### src/sv/udp_arp_pkg.sv
// ----------------------------------------------------------------------------
// udp_arp_pkg
// Shared types and protocol constants for the UDP/ARP frame builder
// ----------------------------------------------------------------------------
package udp_arp_pkg;

  localparam int HdrLen     = 42;
  localparam int CfgAddrW   = 3;
  localparam int CfgDataW   = 48;
  localparam int InDataW    = 32;
  localparam int HdrIdxW    = 6;

  typedef enum logic {
    FUNC_START   = 1'b0,
    FUNC_PAYLOAD = 1'b1
  } func_t;

  typedef enum logic [1:0] {
    KIND_UDP     = 2'd0,
    KIND_ARP_REQ = 2'd1,
    KIND_ARP_REP = 2'd2
  } kind_t;

  typedef enum logic [CfgAddrW-1:0] {
    REG_DEST_MAC      = 3'd0,
    REG_SOURCE_MAC    = 3'd1,
    REG_DEST_IP       = 3'd2,
    REG_SOURCE_IP     = 3'd3,
    REG_DEST_PORT     = 3'd4,
    REG_SOURCE_PORT   = 3'd5,
    REG_MAX_FRAME_LEN = 3'd6
  } cfg_reg_t;

  localparam logic [15:0] SOURCE_PORT_RST   = 16'd12345;
  localparam logic [15:0] MAX_FRAME_LEN_RST = 16'd9000;

  localparam logic [15:0] ETH_TYPE_IPV4 = 16'h0800;
  localparam logic [15:0] ETH_TYPE_ARP  = 16'h0806;
  localparam logic [7:0]  IP_VER_IHL    = 8'h45;
  localparam logic [7:0]  IP_TTL        = 8'd64;
  localparam logic [7:0]  IP_PROTO_UDP  = 8'd17;
  localparam logic [15:0] IP_UDP_HDR    = 16'd28;
  localparam logic [15:0] UDP_HDR       = 16'd8;
  localparam logic [15:0] ARP_HTYPE     = 16'h0001;
  localparam logic [15:0] ARP_PTYPE     = 16'h0800;
  localparam logic [7:0]  ARP_HLEN      = 8'h06;
  localparam logic [7:0]  ARP_PLEN      = 8'h04;
  localparam logic [15:0] ARP_OP_REQ    = 16'h0001;
  localparam logic [15:0] ARP_OP_REP    = 16'h0002;
  localparam logic [47:0] BCAST_MAC     = 48'hFFFF_FFFF_FFFF;

endpackage

### src/sv/udp_arp_frame_builder.sv
// ----------------------------------------------------------------------------
// udp_arp_frame_builder
// Builds UDP/IPv4 and ARP Ethernet frames as a byte stream from start beats
// and payload beats.
// Payload and oversize start beats pass the input and then the output register;
// header bytes pass the input register, the header state and the output register.
// Unless the output stalls, payload beats go out 1 per cycle and a start beat that
// builds a frame sends its 42 header bytes at one per cycle, holding later beats.
// Reset: synchronous rst clears both stream registers, the frame state and
// loads the register defaults.
// ----------------------------------------------------------------------------
module udp_arp_frame_builder
  import udp_arp_pkg::*;
(
  input  logic                clk,
  input  logic                rst,
  input  logic                cfg_we,
  input  logic [CfgAddrW-1:0] cfg_addr,
  input  logic [CfgDataW-1:0] cfg_wdata,
  input  logic                s_tvalid,
  output logic                s_tready,
  input  logic [InDataW-1:0]  s_tdata,   // frame_kind[1:0], byte_count[17:2], payload_byte[25:18]
  input  logic                s_tuser,   // func
  output logic                m_tvalid,
  input  logic                m_tready,
  output logic [7:0]          m_tdata,   // frame_byte[7:0]
  output logic                m_tlast,
  output logic                m_tuser    // too_long
);

  logic [47:0] dest_mac, source_mac;
  logic [31:0] dest_ip, source_ip;
  logic [15:0] dest_port, source_port, max_frame_len;

  logic        in_valid;
  logic        in_func;
  logic [25:0] in_data;
  logic [1:0]  in_kind;
  logic [15:0] in_plen;
  logic [7:0]  in_byte;

  logic               hdr_active;
  logic [HdrIdxW-1:0] hdr_idx;
  logic [1:0]         kind_q;
  logic [15:0]        plen_q;
  logic [18:0]        ck_sum;
  logic               in_payload;
  logic [15:0]        bytes_remaining;

  logic        out_ready, consume, is_start, kind_ok, too_long;
  logic        start_go, err_fire, hdr_fire, pay_fire, hdr_last;
  logic [15:0] eff_plen, ip_len, udp_len, ip_ck, arp_op;
  logic [16:0] f1;
  logic [15:0] f2;
  logic [47:0] arp_dst, arp_tha;
  logic [8*HdrLen-1:0] udp_hdr, arp_hdr, hdr_vec;
  logic [HdrIdxW-1:0]  sel;
  logic [7:0]          hdr_byte;

  assign in_kind = in_data[1:0];
  assign in_plen = in_data[17:2];
  assign in_byte = in_data[25:18];

  assign out_ready = !m_tvalid || m_tready;
  assign consume   = in_valid && !hdr_active && out_ready;
  assign s_tready  = !in_valid || consume;

  assign is_start = (in_func == FUNC_START);
  assign kind_ok  = (in_kind == KIND_UDP) || (in_kind == KIND_ARP_REQ)
                    || (in_kind == KIND_ARP_REP);
  assign eff_plen = (in_kind == KIND_UDP) ? in_plen : 16'd0;
  assign too_long = ({1'b0, eff_plen} + 17'(HdrLen)) > {1'b0, max_frame_len};

  assign start_go = consume && is_start && kind_ok;
  assign err_fire = start_go && too_long;
  assign hdr_fire = hdr_active && out_ready;
  assign pay_fire = consume && !is_start && in_payload;

  // header fields
  assign ip_len  = plen_q + IP_UDP_HDR;
  assign udp_len = plen_q + UDP_HDR;
  assign f1      = {1'b0, ck_sum[15:0]} + {14'd0, ck_sum[18:16]};
  assign f2      = f1[15:0] + {15'd0, f1[16]};
  assign ip_ck   = ~f2;

  assign arp_dst = (kind_q == KIND_ARP_REQ) ? BCAST_MAC : dest_mac;
  assign arp_tha = (kind_q == KIND_ARP_REP) ? dest_mac : 48'd0;
  assign arp_op  = (kind_q == KIND_ARP_REQ) ? ARP_OP_REQ : ARP_OP_REP;

  assign udp_hdr = {dest_mac, source_mac, ETH_TYPE_IPV4, IP_VER_IHL, 8'h00, ip_len,
                    16'h0000, 16'h0000, IP_TTL, IP_PROTO_UDP, ip_ck, source_ip,
                    dest_ip, source_port, dest_port, udp_len, 16'h0000};
  assign arp_hdr = {arp_dst, source_mac, ETH_TYPE_ARP, ARP_HTYPE, ARP_PTYPE, ARP_HLEN,
                    ARP_PLEN, arp_op, source_mac, source_ip, arp_tha, dest_ip};

  assign hdr_vec  = (kind_q == KIND_UDP) ? udp_hdr : arp_hdr;
  assign sel      = HdrIdxW'(HdrLen - 1) - hdr_idx;
  assign hdr_byte = hdr_vec[{sel, 3'b000} +: 8];
  assign hdr_last = (hdr_idx == HdrIdxW'(HdrLen - 1))
                    && ((kind_q != KIND_UDP) || (plen_q == 16'd0));

  always_ff @(posedge clk) begin
    if (rst) begin
      dest_mac        <= '0;
      source_mac      <= '0;
      dest_ip         <= '0;
      source_ip       <= '0;
      dest_port       <= '0;
      source_port     <= SOURCE_PORT_RST;
      max_frame_len   <= MAX_FRAME_LEN_RST;
      in_valid        <= 1'b0;
      m_tvalid        <= 1'b0;
      hdr_active      <= 1'b0;
      hdr_idx         <= '0;
      in_payload      <= 1'b0;
      bytes_remaining <= '0;
    end else begin
      if (cfg_we) begin
        unique case (cfg_addr)
          REG_DEST_MAC:      dest_mac      <= cfg_wdata;
          REG_SOURCE_MAC:    source_mac    <= cfg_wdata;
          REG_DEST_IP:       dest_ip       <= cfg_wdata[31:0];
          REG_SOURCE_IP:     source_ip     <= cfg_wdata[31:0];
          REG_DEST_PORT:     dest_port     <= cfg_wdata[15:0];
          REG_SOURCE_PORT:   source_port   <= cfg_wdata[15:0];
          REG_MAX_FRAME_LEN: max_frame_len <= cfg_wdata[15:0];
          default: ;
        endcase
      end

      if (s_tvalid && s_tready) begin
        in_valid <= 1'b1;
      end else if (consume) begin
        in_valid <= 1'b0;
      end

      if (hdr_fire || err_fire || pay_fire) begin
        m_tvalid <= 1'b1;
      end else if (m_tready) begin
        m_tvalid <= 1'b0;
      end

      if (hdr_fire) begin
        hdr_idx  <= hdr_idx + 1'b1;
        if (hdr_idx == HdrIdxW'(HdrLen - 1)) begin
          hdr_active <= 1'b0;
          if (kind_q == KIND_UDP && plen_q != 16'd0) begin
            in_payload      <= 1'b1;
            bytes_remaining <= plen_q;
          end
        end
      end

      if (consume && is_start) begin
        in_payload      <= 1'b0;
        bytes_remaining <= '0;
        if (kind_ok && !too_long) begin
          hdr_active <= 1'b1;
          hdr_idx    <= '0;
        end
      end

      if (pay_fire) begin
        bytes_remaining <= bytes_remaining - 16'd1;
        if (bytes_remaining == 16'd1) begin
          in_payload <= 1'b0;
        end
      end
    end
  end

  // data path, no reset
  always_ff @(posedge clk) begin
    if (s_tvalid && s_tready) begin
      in_func <= s_tuser;
      in_data <= s_tdata[25:0];
    end

    if (start_go && !too_long) begin
      kind_q <= in_kind;
      plen_q <= eff_plen;
    end

    // checksum partial sum, ready long before the checksum bytes go out
    if (hdr_active && hdr_idx == '0) begin
      ck_sum <= 19'({IP_VER_IHL, 8'h00}) + 19'(ip_len) + 19'({IP_TTL, IP_PROTO_UDP})
                + 19'(source_ip[31:16]) + 19'(source_ip[15:0])
                + 19'(dest_ip[31:16]) + 19'(dest_ip[15:0]);
    end

    if (hdr_fire) begin
      m_tdata <= hdr_byte;
      m_tlast <= hdr_last;
      m_tuser <= 1'b0;
    end else if (err_fire) begin
      m_tdata <= 8'h00;
      m_tlast <= 1'b1;
      m_tuser <= 1'b1;
    end else if (pay_fire) begin
      m_tdata <= in_byte;
      m_tlast <= (bytes_remaining == 16'd1);
      m_tuser <= 1'b0;
    end
  end

endmodule

### config.mk
export PLATFORM = sky130hd
export DESIGN_NAME = udp_arp_frame_builder
export DESIGN_NICKNAME = d
export VERILOG_FILES = /design/src/sv/udp_arp_pkg.sv /design/src/sv/udp_arp_frame_builder.sv
export SDC_FILE = /design/constraint.sdc
export NUM_CORES = 1
export LEC_CHECK = 0
export ABC_AREA = 1
export BUFFER_PORTS_ARGS = -buffer_cell sky130_fd_sc_hd__buf_2
export CAP_MARGIN = 20
export CORE_UTILIZATION = 65
export DETAILED_ROUTE_END_ITERATION = 16
export PLACE_DENSITY = 0.92
export SKIP_LAST_GASP = 1
export SLEW_MARGIN = 20
export SYNTH_ARGS = -nofsm -noshare
export SYNTH_HDL_FRONTEND = slang
export SYNTH_SLANG_ARGS = --single-unit
### constraint.sdc
create_clock -name clk -period 13.05 [get_ports clk]
set_input_delay 1.305 -clock clk [delete_from_list [all_inputs] [get_ports clk]]
set_output_delay 1.305 -clock clk [all_outputs]
set_load 0.01 [all_outputs]
==> results.sh, run 1 <==
export IMPL_drt_initial_drc_count=2253
export IMPL_yosys_register_bits=308
export IMPL_synth_most_common_cell="nor2_1"
export IMPL_firstDrtPassIters=8
export IMPL_postSynth_asyncResetShare_pct=0
export IMPL_cts_sinks=308
export IMPL_period_minus_slack_ps=5450
export IMPL_relSlewSlack_pct=20.7
export IMPL_grt_overflow=0
export IMPL_hold_violations=0
export IMPL_slowest_delay_ps=560
export IMPL_cts_made_buffers=31
export IMPL_core_mm2=0.0280
export IMPL_die_w_um=171
export IMPL_area_growth_pct=8.92
export IMPL_die_y_um=171
export IMPL_wirelength_mm=66.7
export IMPL_yosys_top_cells_area="dfxtp_1 (25%), edfxtp_1 (12%), o21ai_0 (8.7%)"
export IMPL_synth_top_cell_area_share_pct=25.2
export IMPL_status="finished clean"
export IMPL_crit_buf_inv=4
export IMPL_crit_family="adder cells"
export IMPL_path_max_fanout=5
export IMPL_p_leak_nw=9.04
export IMPL_slew_viol_final=0
export IMPL_track_usage_pct=45.6
export IMPL_synth_area_mm2=0.0187
export IMPL_synth_largest_area_cell="dfxtp_1"
export IMPL_vias_per_cell=6.25
export IMPL_multiInputGateArea_mm2=0.0101
export IMPL_yosys_most_used_dff="dfxtp_1"
export IMPL_cpMaxStageDelayCell="fa_1"
export IMPL_setup_tns_final_ps=0
export IMPL_syn_avg_cell_area_um2=7.27
export IMPL_drc=0
export IMPL_hpwl_mm=48.6
export IMPL_rsz0062_at_grt="false"
export IMPL_grt_pass1_vias=17600
export IMPL_worstHoldPathType="flip-flop to flip-flop"
export IMPL_cts_clk_slew_worst_paths_ps=60
export IMPL_ctsResizeCount=0
export IMPL_initial_core_util_pct=66.6
export IMPL_hold_ws_ps=454
export IMPL_finalCritPeriodShare_pct=41.7
export IMPL_cpMostUsedCell="inv_1"
export IMPL_power_w=0.00248
export IMPL_port_buffer_count=94
export IMPL_clockBufferDepth=3
export IMPL_clk_latency_ps=590
export IMPL_path_class="flip-flop to flip-flop"
export IMPL_max_freq_mhz=184
export IMPL_ant_nets=0
export IMPL_cap_viol_max_count=0
export IMPL_grt_max_degree=122
export IMPL_syn_nets=2772
export IMPL_ir_drop_v=0.000129
export IMPL_cp_start_kind="flip-flop"
export IMPL_rows=61
export IMPL_layout_nets=2799
export IMPL_cp_data_required_time_ps=13470
export IMPL_wl_per_cell_um=22.3
export IMPL_setup_viol=0
export IMPL_antenna_found_initial=5
export IMPL_num_fill_cells=2211
export IMPL_grt_pass1_wl_mm=99.7
export IMPL_place_congestion=1.07
export IMPL_tritoncts="yes"
export IMPL_worst_pin_slew_ps=1180
export IMPL_post_cts_buffers=0
export IMPL_io_pins=101
export IMPL_yosysWarnings=0
export IMPL_vias=18800
export IMPL_synth_seq_area_share_pct=37.0
export IMPL_crit_chain="inv_1 -> ha_1 -> inv_1 -> nor2_1 -> inv_1 -> nand2_1 -> o21ai_0 -> fa_1 -> fa_1 -> fa_1 -> inv_1 -> ha_1 -> nand4_1 -> o221ai_1 -> a31oi_1 -> o21ai_0 -> nand2_1 -> a21oi_1 -> a21oi_1 -> nor2_1"
export IMPL_synth_distinct_cells=59
export IMPL_synthTopCellsByCount="nor2_1 (414), nand2_1 (404), o21ai_0 (324)"
export IMPL_powerDensity_mw_per_mm2=122
export IMPL_layout_drive_gt1_share_pct=8.71
export IMPL_dieArea_mm2=0.0294
export IMPL_arrival_ps=5870
export IMPL_htreeDepth=1
export IMPL_endpoint_kind="flip-flop"
export IMPL_hold_buffers=0
export IMPL_clock_root_buffer="clkbuf_16"
export IMPL_synth_edf_count=73
export IMPL_seqCellArea_mm2=0.00690
export IMPL_synth_cells=2567
export IMPL_finClkSkew_ps=16.8
-- per-stage QoR --
stage	cell area [um2]	std cells	setup slack [ps]	util (%)
final	20300	2999	7600	72.5
after global routing	20300	2997	7430	72.5
after CTS	20300	2997	7690	72.5
after detailed placement	19300	2939	7720	68.8
after global placement	19300	2939	7900	68.7
after floorplan	18700	2567	8730	-
-- power by group --
part | total, W | leakage, nW | internal, W | switching (W)
Combinational | 0.000492 | 5.94 | 0.000157 | 0.000334
Clock | 0.000920 | 0.510 | 0.000524 | 0.000396
Sequential | 0.00107 | 2.58 | 0.00103 | 0.0000342
-- layout make-up --
type	count	area share, %
Timing Repair Buffer	113	3.02
Multi-Input combinational cell	1815	49.5
Clock inverter	14	0.696
Antenna cell	2	0.0246
Tap cell	378	2.33
Clock buffer	44	4.46
Sequential cell	308	34.0
Inverter	325	6.02
-- path summary, 6_finish.rpt --
check	start	end	slack, ps	cells after the start
max	plen_q[2]$_DFFE_PP_	ck_sum[18]$_DFFE_PP_	7600	20
max reg2reg	plen_q[2]$_DFFE_PP_	ck_sum[18]$_DFFE_PP_	7600	20
min	dest_mac[44]$_SDFFE_PP0P_	dest_mac[44]$_SDFFE_PP0P_	450	2
min reg2reg	dest_mac[44]$_SDFFE_PP0P_	dest_mac[44]$_SDFFE_PP0P_	450	2
-- tightest hold or removal path, stage by stage (launching register included) --
cell and delay, ps:
dfxtp_1 300, inv_1 60, a21oi_1 60
-- cell families after synthesis --
| logic type | synth area share [%] |
|---|---|
| buffers and inverters | 9.26 |
| flip-flops | 37.0 |
| AO/OA/AOI/OAI | 18.8 |
| multiplexers | 0.859 |
| AND/OR/NAND/NOR | 22.0 |
| adder cells (fa/ha/maj) | 9.75 |
| XOR/XNOR | 2.39 |
-- flip-flops by register name, indices dropped and copies added, names as in the netlist, 2 cells and up --
name	flops
bytes_remaining	16
source_mac	48
m_tdata	8
in_data	26
dest_mac	48
plen_q	16
max_frame_len	16
ck_sum	19
hdr_idx	6
dest_ip	32
kind_q	2
source_port	16
dest_port	16
source_ip	32
-- per-layer routing --
metal  vias to the layer above  GRT usage [%]  share of wire, %
li1                       8490              -                 -
met1                      8656           59.3                37
met2                      1307           70.5                43
met3                       291           10.3                13
met4                         6           24.6               6.4
met5                         -              0             0.051
-- layout by cell type, fill, tap and decap left out, types with 13 or more instances in the layout --
master,count
inv_2,16
xor2_1,37
clkbuf_16,32
nand2_1,404
dfxtp_1,234
buf_4,19
ha_1,67
nand3_1,83
fa_1,49
o21ai_0,324
a31oi_1,15
inv_1,304
nor2_1,410
buf_2,94
nor2_2,13
o211ai_1,25
mux2i_1,16
nand4_1,17
a21oi_1,190
nor3_1,25
edfxtp_1,73
nand2_2,15
(Power assumes the default switching activity.)
==> inputs of run 2 (changes only) <==
ABC_AREA = 0   (was 1)
CORE_UTILIZATION = 56   (was 65)
PLACE_DENSITY = 0.85   (was 0.92)
clock period = 4.86 ns   (was 13.05 ns; I/O delays follow)
==> run 2 against run 1 <==
First-iteration DRC count fell by 7.9%; area after synthesis is 1.4% higher; critical path type unchanged; final cell count is 7.6% lower; power increased to 2.5 times the previous value; design area grew 5.2%; die area is 17% higher; largest power group unchanged; clock skew grew 7.6 ps; highest routed layer unchanged.
==> results.sh, run 2 <==
export IMPL_status="finished clean"
export IMPL_htreeDepth=2
export IMPL_clock_root_buffer="clkbuf_16"
export IMPL_reg_top3="dest_mac (48), source_mac (48)"
export IMPL_wirelength_mm=68.8
export IMPL_yosys_register_bits=308
export IMPL_port_buffer_count=94
export IMPL_clockBufferDepth=3
export IMPL_wl_per_cell_um=24.8
export IMPL_rsz0062_at_grt="true"
export IMPL_synth_distinct_cells=88
export IMPL_finalCritPeriodShare_pct=99.7
export IMPL_track_usage_pct=39.9
export IMPL_synthTopCellsByCount="nand2_1 (512), a21oi_1 (268), dfxtp_1 (235)"
export IMPL_clk_latency_ps=550
export IMPL_ant_nets=0
export IMPL_slew_viol_final=0
export IMPL_yosys_top_cells_area="dfxtp_1 (25%), edfxtp_1 (12%), nand2_1 (10%)"
export IMPL_die_y_um=186
export IMPL_grt_overflow=0
export IMPL_drt_initial_drc_count=2076
export IMPL_die_w_um=186
export IMPL_synth_edf_count=73
export IMPL_hold_violations=0
export IMPL_synth_top_cell_area_share_pct=24.9
export IMPL_final_core_util_pct=65.0
export IMPL_vias=17700
export IMPL_instances_no_fill=2770
export IMPL_pre_cts_slack_ps=-181
export IMPL_final_common_cell="nand2_1"
export IMPL_path_max_fanout=5
export IMPL_place_area_mm2=0.0201
export IMPL_cts_made_buffers=35
export IMPL_cts_clk_slew_worst_paths_ps=60
export IMPL_area_growth_pct=13.0
export IMPL_setup_tns_final_ps=0
export IMPL_dieArea_mm2=0.0345
export IMPL_place_congestion=1.04
export IMPL_tritoncts="yes"
export IMPL_yosys_most_used_dff="dfxtp_1"
export IMPL_setup_viol=0
export IMPL_initial_core_util_pct=57.5
export IMPL_final_cell_mix="nand2_1 (511), a21oi_1 (266), dfxtp_1 (233)"
export IMPL_grt_max_degree=144
export IMPL_p_leak_nw=7.88
export IMPL_worstHoldPathType="input port to flip-flop"
export IMPL_cp_start_kind="flip-flop"
export IMPL_grt_pass1_vias=16700
export IMPL_layout_drive_gt1_share_pct=14.5
export IMPL_yosysWarnings=0
export IMPL_hpwl_mm=50.9
export IMPL_drc=0
export IMPL_finClkSkew_ps=24.4
export IMPL_fin_area_mm2=0.0214
export IMPL_worst_pin_slew_ps=967
export IMPL_synth_seq_area_share_pct=36.5
export IMPL_relSlewSlack_pct=35.0
export IMPL_cap_viol_max_count=0
export IMPL_synth_largest_area_cell="dfxtp_1"
export IMPL_powerDensity_mw_per_mm2=292
export IMPL_synth_cells=2222
export IMPL_arrival_ps=5120
export IMPL_synth_most_common_cell="nand2_1"
export IMPL_vias_per_cell=6.40
export IMPL_syn_nets=2427
export IMPL_dp_cells=2705
export IMPL_endpoint_kind="flip-flop"
export IMPL_cp_data_required_time_ps=5140
export IMPL_antenna_found_initial=3
export IMPL_num_fill_cells=2778
export IMPL_synth_area_mm2=0.0189
export IMPL_path_class="flip-flop to flip-flop"
export IMPL_postSynth_asyncResetShare_pct=0
export IMPL_core_mm2=0.0329
export IMPL_layout_nets=2507
export IMPL_cts_sinks=308
export IMPL_syn_avg_cell_area_um2=8.51
export IMPL_period_minus_slack_ps=4840
export IMPL_firstDrtPassIters=7
export IMPL_ir_drop_v=0.000294
export IMPL_fin_ws_ps=15.9
export IMPL_max_freq_mhz=206
export IMPL_io_pins=101
export IMPL_grt_pass1_wl_mm=102
export IMPL_rows=66
-- run 2: layout make-up --
type / count / area [um2] / area share [%]
diodes: 2 / 5.00 / 0.0234
clock inverters: 14 / 153 / 0.714
well taps: 442 / 553 / 2.59
multi-input cells: 1653 / 11200 / 52.3
repair buffers: 180 / 1150 / 5.40
inverters: 124 / 465 / 2.18
flip-flops and latches: 308 / 6900 / 32.3
clock buffers: 47 / 971 / 4.54
-- run 2: power breakdown --
| group | internal (W) | total [W] | switching (W) | leakage, nW |
|---|---|---|---|---|
| registers | 0.00271 | 0.00279 | 0.0000825 | 2.60 |
| clock network | 0.00148 | 0.00260 | 0.00113 | 0.541 |
| logic | 0.000320 | 0.000836 | 0.000516 | 4.74 |
| total | 0.00451 | 0.00623 | 0.00172 | 7.88 |
-- run 2: cells by family (layout without fill, tap and decap cells) --
group	count (synthesis)	count (layout)	share of synthesized area [%]
DFF	308	308	36.5
adders and majority gates	116	116	9.62
and+or+nand+nor	850	850	19.9
xor gates and xnor gates	80	80	3.70
buffers and inverters	261	365	5.44
muxes	101	101	8.64
AOI/OAI and AO/OA	506	506	16.3
other	0	2	0
-- run 2: stage by stage --
stage	hold WS [ps]	power (W)
3_3_place_gp	439	0.00361
4_1_cts	111	0.00620
6_report	119	0.00623
5_1_grt	114	0.00641
3_5_place_dp	445	0.00364
2_1_floorplan	432	0.00333
-- run 2: worst paths after layout --
path / startpoint / endpoint / cells after the start / slack, ps
max reg2reg: plen_q[2]$_DFFE_PP_ / ck_sum[17]$_DFFE_PP_ / 17 / 20
min: s_tdata[6] / in_data[6]$_DFFE_PP_ / 1 / 120
min reg2reg: source_mac[12]$_SDFFE_PP0P_ / source_mac[12]$_SDFFE_PP0P_ / 2 / 450
max: plen_q[2]$_DFFE_PP_ / ck_sum[17]$_DFFE_PP_ / 17 / 20
-- run 2: layer usage --
metal | wire length [um] | track usage [%]
met3 | 7530 | 9.76
met1 | 27000 | 52.9
met4 | 3950 | 20.3
met5 | 13 | 0
met2 | 30300 | 60.5
-- run 2: worst max-delay path, stage by stage (launching register included) --
cell      delay (ps)
edfxtp_1         380
inv_2             70
ha_4             170
nor2b_4          130
buf_6            120
nor4_1           340
xor2_1           480
ha_1             330
inv_1             70
fa_1             410
inv_1             90
fa_1             390
ha_1             230
or3_1            400
o2111a_1         270
o21a_1           180
o21a_1           180
o311a_1          310
-- run 2: timing repair --
action	CTS	global route
buffers inserted	0	2
pin swaps	3	14
hold buffers	0	0
endpoints found under the setup margin	1	13
gates resized for setup	12	18
